**src/asmd_pkg.sv**
```systemverilog
// shared types and constants for the audio and mechanism stream splitter
package asmd_pkg;

    // reset value of the mechanism update period
    localparam logic [15:0] MECH_PERIOD_RESET = 16'd746;

    // widths of the length and byte counters
    localparam int LEN_W = 24;

    // status codes reported with each result word
    localparam logic [1:0] ST_RUNNING  = 2'd0;
    localparam logic [1:0] ST_FINISHED = 2'd1;
    localparam logic [1:0] ST_REJECTED = 2'd2;
    localparam logic [1:0] ST_ABORTED  = 2'd3;

    // index of the last header byte
    localparam logic [1:0] HDR_LAST = 2'd3;

    // one queued input word
    typedef struct packed {
        logic       abort;
        logic [7:0] stream_byte;
    } in_word_t;

    // one result word
    typedef struct packed {
        logic [1:0] status;
        logic [3:0] pins_value;
        logic       pins_valid;
        logic [7:0] dac_value;
        logic       dac_valid;
    } out_word_t;

endpackage

```
**src/asmd_queue.sv**
```systemverilog
// input front end: accepts stream words into a short queue
module asmd_queue
    import asmd_pkg::*;
#(
    parameter int DEPTH = 4
)
(
    input  logic     clk,
    input  logic     rst_n,
    input  logic     in_valid,
    output logic     in_ready,
    input  in_word_t in_word,
    output logic     q_valid,
    input  logic     q_pop,
    output in_word_t q_word
);

    localparam int PTR_W = (DEPTH > 1) ? $clog2(DEPTH) : 1;
    localparam int CNT_W = $clog2(DEPTH + 1);
    localparam logic [PTR_W-1:0] PTR_LAST = PTR_W'(DEPTH - 1);
    localparam logic [CNT_W-1:0] CNT_FULL = CNT_W'(DEPTH);

    in_word_t          slot_reg [DEPTH];
    logic [PTR_W-1:0]  wr_ptr_reg, wr_ptr_next;
    logic [PTR_W-1:0]  rd_ptr_reg, rd_ptr_next;
    logic [CNT_W-1:0]  count_reg, count_next;
    logic              push;

    // handshake and head of queue
    assign in_ready = (count_reg != CNT_FULL);
    assign push     = in_valid && in_ready;
    assign q_valid  = (count_reg != '0);
    assign q_word   = slot_reg[rd_ptr_reg];

    // pointer and fill count update
    always_comb
    begin
        wr_ptr_next = wr_ptr_reg;
        rd_ptr_next = rd_ptr_reg;
        count_next  = count_reg;
        if (push)
        begin
            wr_ptr_next = (wr_ptr_reg == PTR_LAST) ? '0 : wr_ptr_reg + 1'b1;
        end
        if (q_pop)
        begin
            rd_ptr_next = (rd_ptr_reg == PTR_LAST) ? '0 : rd_ptr_reg + 1'b1;
        end
        if (push && !q_pop)
        begin
            count_next = count_reg + 1'b1;
        end
        else if (!push && q_pop)
        begin
            count_next = count_reg - 1'b1;
        end
    end

    // control registers
    always_ff @(posedge clk or negedge rst_n)
    begin
        if (!rst_n)
        begin
            wr_ptr_reg <= '0;
            rd_ptr_reg <= '0;
            count_reg  <= '0;
        end
        else
        begin
            wr_ptr_reg <= wr_ptr_next;
            rd_ptr_reg <= rd_ptr_next;
            count_reg  <= count_next;
        end
    end

    // queue storage
    always_ff @(posedge clk)
    begin
        if (push)
        begin
            slot_reg[wr_ptr_reg] <= in_word;
        end
    end

endmodule

```
**src/asmd_engine.sv**
```systemverilog
// back end: header parse, payload split and registered result word
module asmd_engine
    import asmd_pkg::*;
(
    input  logic      clk,
    input  logic      rst_n,
    input  logic      cfg_we,
    input  logic [15:0] cfg_wdata,
    input  logic      q_valid,
    output logic      q_pop,
    input  in_word_t  q_word,
    output logic      out_valid,
    input  logic      out_ready,
    output out_word_t out_word
);

    logic [15:0]      mech_period_reg;
    logic             in_payload_reg, in_payload_next;
    logic [1:0]       header_index_reg, header_index_next;
    logic [LEN_W-1:0] payload_length_reg, payload_length_next;
    logic [LEN_W-1:0] bytes_taken_reg, bytes_taken_next;
    logic [15:0]      period_left_reg, period_left_next;
    logic [3:0]       held_nibble_reg, held_nibble_next;
    logic             nibble_pending_reg, nibble_pending_next;
    logic             audio_due_reg, audio_due_next;
    logic             out_valid_reg;
    out_word_t        out_word_reg, out_word_next;
    logic             audio;
    logic [LEN_W-1:0] taken_base;
    logic [LEN_W:0]   taken_sum;
    logic [7:0]       b;

    assign b         = q_word.stream_byte;
    assign q_pop     = q_valid && (!out_valid_reg || out_ready);
    assign out_valid = out_valid_reg;
    assign out_word  = out_word_reg;

    // per-word decision
    always_comb
    begin
        in_payload_next     = in_payload_reg;
        header_index_next   = header_index_reg;
        payload_length_next = payload_length_reg;
        bytes_taken_next    = bytes_taken_reg;
        period_left_next    = period_left_reg;
        held_nibble_next    = held_nibble_reg;
        nibble_pending_next = nibble_pending_reg;
        audio_due_next      = audio_due_reg;
        out_word_next       = '0;
        audio               = 1'b0;
        taken_base          = bytes_taken_reg;

        if (q_word.abort)
        begin
            in_payload_next     = 1'b0;
            header_index_next   = '0;
            payload_length_next = '0;
            bytes_taken_next    = '0;
            period_left_next    = '0;
            held_nibble_next    = '0;
            nibble_pending_next = 1'b0;
            audio_due_next      = 1'b0;
            out_word_next.status = ST_ABORTED;
        end
        else if (!in_payload_reg)
        begin
            if (header_index_reg == HDR_LAST)
            begin
                // top byte decides; stream state starts fresh
                header_index_next   = '0;
                bytes_taken_next    = '0;
                period_left_next    = '0;
                held_nibble_next    = '0;
                nibble_pending_next = 1'b0;
                audio_due_next      = 1'b0;
                if (b != 8'd0)
                begin
                    payload_length_next  = '0;
                    out_word_next.status = ST_REJECTED;
                end
                else if (payload_length_reg == '0)
                begin
                    out_word_next.status = ST_FINISHED;
                end
                else
                begin
                    in_payload_next = 1'b1;
                end
            end
            else
            begin
                // little-endian length bytes
                case (header_index_reg)
                    2'd0:    payload_length_next[7:0]   = b;
                    2'd1:    payload_length_next[15:8]  = b;
                    default: payload_length_next[23:16] = b;
                endcase
                header_index_next = header_index_reg + 2'd1;
            end
        end
        else if (audio_due_reg)
        begin
            audio_due_next = 1'b0;
            audio          = 1'b1;
        end
        else if (period_left_reg == '0)
        begin
            period_left_next = mech_period_reg - 16'd1;
            out_word_next.pins_valid = 1'b1;
            if (!nibble_pending_reg)
            begin
                // control byte: low nibble now, high nibble held
                out_word_next.pins_value = b[3:0];
                held_nibble_next         = b[7:4];
                nibble_pending_next      = 1'b1;
                bytes_taken_next         = bytes_taken_reg + 1'b1;
                audio_due_next           = 1'b1;
            end
            else
            begin
                out_word_next.pins_value = held_nibble_reg;
                nibble_pending_next      = 1'b0;
                audio                    = 1'b1;
            end
        end
        else
        begin
            period_left_next = period_left_reg - 16'd1;
            audio            = 1'b1;
        end

        // audio byte and end-of-payload test
        taken_sum = {1'b0, taken_base} + {{LEN_W{1'b0}}, 1'b1};
        if (audio)
        begin
            out_word_next.dac_valid = 1'b1;
            out_word_next.dac_value = b;
            bytes_taken_next        = taken_sum[LEN_W-1:0];
            if (taken_sum >= {1'b0, payload_length_reg})
            begin
                in_payload_next      = 1'b0;
                header_index_next    = '0;
                payload_length_next  = '0;
                bytes_taken_next     = '0;
                period_left_next     = '0;
                held_nibble_next     = '0;
                nibble_pending_next  = 1'b0;
                audio_due_next       = 1'b0;
                out_word_next.status = ST_FINISHED;
            end
        end
    end

    // control state, configuration and output valid
    always_ff @(posedge clk or negedge rst_n)
    begin
        if (!rst_n)
        begin
            mech_period_reg    <= MECH_PERIOD_RESET;
            in_payload_reg     <= 1'b0;
            header_index_reg   <= '0;
            payload_length_reg <= '0;
            bytes_taken_reg    <= '0;
            period_left_reg    <= '0;
            held_nibble_reg    <= '0;
            nibble_pending_reg <= 1'b0;
            audio_due_reg      <= 1'b0;
            out_valid_reg      <= 1'b0;
        end
        else
        begin
            if (cfg_we)
            begin
                mech_period_reg <= cfg_wdata;
            end
            if (q_pop)
            begin
                in_payload_reg     <= in_payload_next;
                header_index_reg   <= header_index_next;
                payload_length_reg <= payload_length_next;
                bytes_taken_reg    <= bytes_taken_next;
                period_left_reg    <= period_left_next;
                held_nibble_reg    <= held_nibble_next;
                nibble_pending_reg <= nibble_pending_next;
                audio_due_reg      <= audio_due_next;
                out_valid_reg      <= 1'b1;
            end
            else if (out_ready)
            begin
                out_valid_reg <= 1'b0;
            end
        end
    end

    // result payload
    always_ff @(posedge clk)
    begin
        if (q_pop)
        begin
            out_word_reg <= out_word_next;
        end
    end

endmodule

```
**src/audio_mech_stream_demux_top.sv**
```systemverilog
// Splits a stored byte stream into DAC samples and four-pin mechanism
// updates. The first four words form a little-endian payload length; a
// nonzero top byte rejects the header (status 2), a zero length finishes at
// once (status 1). Payload words yield exactly one result word each. A word
// with the abort bit set cancels the stream (status 3). mech_period counts
// audio samples between mechanism updates, 0 acting as 65536. The block
// takes one word per clock while the queue has room: input words enter a queue
// of QUEUE_DEPTH entries; the decision logic retires one word per cycle
// into a result register when it is free or taken, so input and output
// stall independently. Each word is queued, then its result registered.
module audio_mech_stream_demux_top
    import asmd_pkg::*;
#(
    parameter int QUEUE_DEPTH = 4
)
(
    input  logic        clk,
    input  logic        rst_n,
    input  logic        cfg_we,
    input  logic [15:0] cfg_wdata,      // mech_period
    input  logic        s_axis_tvalid,
    output logic        s_axis_tready,
    input  logic [15:0] s_axis_tdata,   // stream_byte[7:0], abort[8], zero pad
    output logic        m_axis_tvalid,
    input  logic        m_axis_tready,
    output logic [15:0] m_axis_tdata    // dac_valid[0], dac_value[8:1],
                                        // pins_valid[9], pins_value[13:10],
                                        // status[15:14]
);

    in_word_t  in_word;
    in_word_t  q_word;
    out_word_t out_word;
    logic      q_valid;
    logic      q_pop;

    // unpack input word
    assign in_word.stream_byte = s_axis_tdata[7:0];
    assign in_word.abort       = s_axis_tdata[8];

    // input queue
    asmd_queue #(
        .DEPTH (QUEUE_DEPTH)
    ) u_queue (
        .clk      (clk),
        .rst_n    (rst_n),
        .in_valid (s_axis_tvalid),
        .in_ready (s_axis_tready),
        .in_word  (in_word),
        .q_valid  (q_valid),
        .q_pop    (q_pop),
        .q_word   (q_word)
    );

    // decision engine
    asmd_engine u_engine (
        .clk       (clk),
        .rst_n     (rst_n),
        .cfg_we    (cfg_we),
        .cfg_wdata (cfg_wdata),
        .q_valid   (q_valid),
        .q_pop     (q_pop),
        .q_word    (q_word),
        .out_valid (m_axis_tvalid),
        .out_ready (m_axis_tready),
        .out_word  (out_word)
    );

    // pack result word
    assign m_axis_tdata = out_word;

endmodule

```
**config.mk**
```make
export PLATFORM = sky130hd
export DESIGN_NAME = audio_mech_stream_demux_top
export DESIGN_NICKNAME = d
export VERILOG_FILES = /design/src/asmd_pkg.sv /design/src/asmd_queue.sv /design/src/asmd_engine.sv /design/src/audio_mech_stream_demux_top.sv
export SDC_FILE = /design/constraint.sdc
export NUM_CORES = 1
export LEC_CHECK = 0
export ABC_AREA = 0
export BUFFER_PORTS_ARGS = -buffer_cell sky130_fd_sc_hd__buf_2
export CORE_MARGIN = 2
export CORE_UTILIZATION = 55
export DETAILED_ROUTE_END_ITERATION = 10
export PLACE_DENSITY = 0.83
export SLEW_MARGIN = 5
export SYNTH_ARGS = -nofsm -noshare
export SYNTH_HDL_FRONTEND = slang
export SYNTH_SLANG_ARGS = --single-unit
```
**constraint.sdc**
```tcl
create_clock -name clk -period 11.52 [get_ports clk]
set_input_delay 2.304 -clock clk [delete_from_list [all_inputs] [get_ports clk]]
set_output_delay 2.304 -clock clk [all_outputs]
set_load 0.1 [all_outputs]
```
After elaboration in Yosys (flattened, before gate mapping)
Memories as Yosys holds them, arrays and structs flattened. Index checks and enable logic that the tools add are counted.

Flip-flop bits (word level): 113. Memory bits (writable): 36. Input port bits: 37. Output and inout port bits: 18. Word-level logic and storage cells: 141. Memories: 1.

Memories: u_queue.slot_reg (depth 4, bits a word 9, read ports 1, clocked after Yosys merged registers in 0, write ports 1, RTL line asmd_queue.sv:23) `in_word_t slot_reg [DEPTH];`.

$add $sub $neg: 9. Magnitude comparators: 1. Eq/ne operators: 8. Mux-type cells: 82. Bitwise gates (word level): 2. Reductions and logical operators: 20.

Operators by type and width (count): two-way mux 24 bit (14); two-way mux 16 bit (7); two-way mux 4 bit (9); two-way mux 1 bit (34); subtractor 16 x 1 -> 16 bit (second input constant) (2); two-way mux 2 bit (13); adder 24 x 1 -> 25 bit (second input constant) (1); greater-or-equal comparator 25 x 24 -> 1 bit (1); adder 24 x 1 -> 24 bit (second input constant) (1); logical NOT 24 bit (1); two-way mux 8 bit (3); logical NOT 16 bit (1); != test 4 bit (second input constant) (3); nonzero test 8 bit (1); adder 2 x 1 -> 2 bit (second input constant) (3); == test 2 bit (second input constant) (3); two-way mux 3 bit (2); AND reduction 5 bit (1); logical AND 1 bit (4); nonzero test 2 bit (2); nonzero test 4 bit (1); OR reduction 4 bit (1); adder 3 x 1 -> 3 bit (second input constant) (1); logical NOT 1 bit (3); other kinds (9) (10).

Logic depth before layout (Yosys ltp)
Depth in word-level cells: 8. Mapped depth: 16. Depth with buffers taken out: 14.

Hierarchy
A second synthesis with hierarchy kept.

Cells, all modules: 707. Area, all modules: 7902.6 um^2.

Modules (own cells, without submodules): asmd_engine (times used 1, cells each 624, area each 6168.4 um^2, sequential area each 2740.1 um^2); asmd_queue (times used 1, cells each 83, area each 1734.2 um^2, sequential area each 1256.2 um^2).

Worst setup path before layout
OpenSTA, ideal clock, no wires.

Path type: input-to-reg. Start point: input m_axis_tready. End point: register u_queue.count_reg[2]. Setup time: 0.079 ns. Data arrival time: 4.145 ns. Required time: 11.441 ns. Setup slack: 7.296 ns. Cell stages on the path: 10. Path buffers: 2. Cell sequence: inv_1 a21o_1 buf_1 clkbuf_1 ha_1 inv_1 fa_1 xor2_1 nor2_1 xor2_1.

Cells in the longest elaborated chain, start to end: 5. Elaborated cells on any way between the ends: 7. Those cells by class: mux: 1; reduce/logical: 6.

Ends and longest elaborated chain: start: declaration (RTL line audio_mech_stream_demux_top.sv:25) `input logic m_axis_tready,`; logical OR 1 bit * (RTL line asmd_engine.sv:34) `assign q_pop = q_valid && (!out_valid_reg || out_ready);`; logical AND 1 bit * (RTL line asmd_engine.sv:34); logical NOT 1 bit (RTL line asmd_queue.sv:49) `if (push && !q_pop)`; logical AND 1 bit (RTL line asmd_queue.sv:49); two-way mux 3 bit / nonzero test 2 bit (equally long branches); end signal: assignment (RTL line asmd_queue.sv:72) `count_reg <= count_next;`; end: declaration (RTL line asmd_queue.sv:26) `logic [CNT_W-1:0] count_reg, count_next;`.

Every way passes the cells marked *; elsewhere a longest branch is shown, timed or not. A chain may end at the register's enable or synchronous reset.

Worst setup path in the final report
Start point: register u_engine.bytes_taken_reg[0]. End point: register u_engine.period_left_reg[12].

Cells in the longest elaborated chain, start to end: 4.

Ends and longest elaborated chain: start: declaration (RTL line asmd_engine.sv:21) `logic [LEN_W-1:0] bytes_taken_reg, bytes_taken_next;`; start signal: assignment (RTL line asmd_engine.sv:181) `bytes_taken_reg <= bytes_taken_next;`; adder 24 x 1 -> 25 bit (RTL line asmd_engine.sv:133) `taken_sum = {1'b0, taken_base} + {{LEN_W{1'b0}}, 1'b1};`; greater-or-equal comparator 25 x 24 -> 1 bit (RTL line asmd_engine.sv:139) `if (taken_sum >= {1'b0, payload_length_reg})`; two-way mux 16 bit (RTL line asmd_engine.sv:139); two-way mux 16 bit (RTL line asmd_engine.sv:134) `if (audio)`; end signal: assignment (RTL line asmd_engine.sv:182) `period_left_reg <= period_left_next;`; end: declaration (RTL line asmd_engine.sv:22) `logic [15:0] period_left_reg, period_left_next;`.

No other way between the ends.

==> impl_metrics.env <==
export IMPL_status="finished clean"
export IMPL_use_met2_pct=38.1
export IMPL_synth_common_cells="91 x dfrtp_1, 73 x nand2_1, 52 x edfxtp_1"
export IMPL_grt_pass1_wl_um=29900
export IMPL_setup_slack_ps=6200
export IMPL_synth_compound_area_share_pct=16.4
export IMPL_place_ws_ps=6270
export IMPL_fin_cells=979
export IMPL_power_per_cell_area_nw_per_um2=220
export IMPL_clk_path_buf_depth=2
export IMPL_yosys_top_cells_area="dfrtp_1 28%, edfxtp_1 20%, ha_1 5.6%"
export IMPL_met3_usage_pct=5.58
export IMPL_vias_per_cell=6.22
export IMPL_syn_inst=740
export IMPL_routed_wl_um=18000
export IMPL_cts_sinks=149
export IMPL_syn_avg_cell_area_sq_um=10.8
export IMPL_async_reset_ff_share_pct=65.1
export IMPL_drt_iter0_markers=522
export IMPL_synth_xor_area_share_pct=2.52
export IMPL_coreArea_sq_um=14400
export IMPL_globalplace_congestion=0.851
export IMPL_synth_area_leader_cell="dfrtp_1"
export IMPL_regToRegSetupSlack_ps=6200
export IMPL_relSlewSlack_pct=36.2
export IMPL_fin_skew_ps=11.7
export IMPL_num_io_pins=55
export IMPL_ir_worst_vdd_mv=0.182
export IMPL_place_hpwl_um=11900
export IMPL_cp_required_ps=11840
export IMPL_clkSlewWorstSetupHoldPaths_ps=60
export IMPL_cts_hold_fix_buffers=0
export IMPL_met1_usage_pct=32.6
export IMPL_synth_top_family_by_area="compound AO/OA/AOI/OAI gates"
export IMPL_r2r_start="u_engine.bytes_taken_reg[0]"
export IMPL_worstPathMaxFanout=17
export IMPL_hold_start="u_queue.count_reg[2]"
export IMPL_remaining_drc_errors=0
export IMPL_whs_path_depth=1
export IMPL_period_share_pct=46.2
export IMPL_htreeDepth=4
export IMPL_num_vias=6090
export IMPL_nets=856
export IMPL_hold_path_class="reg -> reg"
export IMPL_startpoint_type="flip-flop"
export IMPL_ant_nets=0
export IMPL_finalHoldViolations=0
export IMPL_yosys_warnings=0
export IMPL_grt_busiest_layer="met2"
export IMPL_largest_reg_flops=36
export IMPL_cts_root_buf="clkbuf_16"
export IMPL_maxCapViolCount=0
export IMPL_timing_rr_end="u_engine.period_left_reg[12]"
export IMPL_finalMaxSlewViolations=0
export IMPL_drtPass1Iterations=5
export IMPL_clk_insertion_delay_late_ps=440
export IMPL_path_class="reg -> reg"
export IMPL_synth_seq_cells=149
export IMPL_grt_setup_unrepaired="no"
export IMPL_synth_edf_count=52
export IMPL_post_cts_buffers=0
export IMPL_p_leak_uw=0.00374
export IMPL_synth_most_common_cell="dfrtp_1"
export IMPL_end_kind="flip-flop"
export IMPL_antenna_found_initial=0
export IMPL_finalSetupViolations=0
export IMPL_setup_tns_final_ps=0
export IMPL_area_growth_pct=12.1
export IMPL_ys_flop_type="dfrtp_1"
export IMPL_wire_per_inst_um=18.3
export IMPL_dieArea_sq_um=15500
export IMPL_syn_num_nets=814
export IMPL_first_global_vias=5857
export IMPL_holdPathEnd="u_queue.count_reg[2]"
export IMPL_worstRegToRegCells=13
export IMPL_cp_arrival_ps=5640
export IMPL_fmax_ghz=0.188
export IMPL_grt_max_degree=76
export IMPL_cts_inserted_buffers=17
export IMPL_ys_seq_area_share_pct=50.0
export IMPL_placementRows=44
export IMPL_synthMuxAreaShare_pct=5.60
export IMPL_worst_pin_slew_ps=958
export IMPL_synthAdderAreaFrac_pct=5.88
export IMPL_die_x_um=125
export IMPL_die_h_um=125
export IMPL_drive_gt1_share_pct=17.2
export IMPL_cts_resized=0
export IMPL_portBuffers=47
export IMPL_grt_ovfl_total=0
export IMPL_yosys_area_share_simple_pct=16.0
export IMPL_initial_utilization_pct=55.7
export IMPL_finalCriticalPeriod_ps=5320
export IMPL_antenna_cells=0
export IMPL_synth_top_area_share_pct=28.5
export IMPL_grtUsageTotal_pct=24.2
export IMPL_cts_tree="built"
export IMPL_dp_cells=947
export IMPL_synth_area_sq_um=8000
export IMPL_synth_cell_types=70
[how the worst max path moves through the flow]
stage,from,endpoint,slack (ps),cells after the start
after floorplan,m_axis_tready,u_queue.count_reg[2],7300,10
after global placement,u_engine.bytes_taken_reg[0],u_engine.period_left_reg[12],6310,13
after detailed placement,u_engine.bytes_taken_reg[0],u_engine.period_left_reg[12],6270,13
after CTS,u_engine.bytes_taken_reg[0],u_engine.period_left_reg[12],6260,13
after global routing,u_engine.bytes_taken_reg[0],u_engine.period_left_reg[4],5810,13
final,u_engine.bytes_taken_reg[0],u_engine.period_left_reg[12],6200,13
[layout make-up]
class | count | area (sq um)
timing repair buffer | 53 | 283
clock buffer | 17 | 425
inverter | 45 | 169
multi-input combinational | 516 | 3720
sequential | 149 | 4000
tap | 184 | 230
clock inverter | 15 | 143
fill | 1116 | 5410
[stage by stage]
stage | total power (uW) | hold slack (ps) | cell area (sq um) | util [%]
2_1_floorplan | 1260 | 464 | 8000 | -
3_3_place_gp | 1410 | 473 | 8390 | 58.4
3_5_place_dp | 1430 | 488 | 8390 | 58.4
4_1_cts | 1980 | 497 | 8960 | 62.4
5_1_grt | 2080 | 537 | 8960 | 62.4
6_report | 1970 | 496 | 8960 | 62.4
[cell usage in the layout, fill, tap and decap left out, drive strengths merged, types with 11 or more instances in the layout]
| cell type | Yosys | routed |
|---|---|---|
| a21oi | 28 | 28 |
| a22o | 29 | 29 |
| and2 | 13 | 13 |
| and3 | 14 | 14 |
| buf | 11 | 53 |
| clkbuf | 19 | 17 |
| dfrtp | 91 | 91 |
| edfxtp | 52 | 52 |
| ha | 36 | 36 |
| inv | 44 | 52 |
| mux2 | 20 | 20 |
| nand2 | 73 | 73 |
| nand2b | 17 | 17 |
| nand3 | 16 | 16 |
| nand4 | 11 | 11 |
| nor2 | 35 | 35 |
| nor3 | 18 | 18 |
| nor4 | 13 | 13 |
| o21ai | 37 | 37 |
| o31ai | 18 | 18 |
| or4 | 12 | 12 |
| xnor2 | 14 | 14 |
[critical path, cell delays in order (launching register included)]
cell and delay, ps:
dfrtp_1 460, ha_1 260, nand3_1 170, or4_1 770
nor2_1 210, xor2_1 110, ha_1 330, nand4_1 120
or4_1 570, o41ai_1 550, o21bai_1 220, nand3b_1 600
o21ai_1 460, a22o_1 360
[cells by family after synthesis]
kind of cell,after synthesis
compound gates,181
xor+xnor,23
fa+ha+maj,37
buf+inv,75
flops,149
mux,31
simple gates,244
[power by group]
part	total (uW)	internal, uW	switching [uW]
sequential	731	652	79.4
combinational	707	236	471
clock	537	302	235
[layer usage]
metal | vias up | wire length [um]
li1 | 2848 | -
met1 | 3014 | 7800
met2 | 190 | 8690
met3 | 38 | 1060
met4 | 0 | 401
met5 | - | 0
Power figures use the tool's default switching activity.
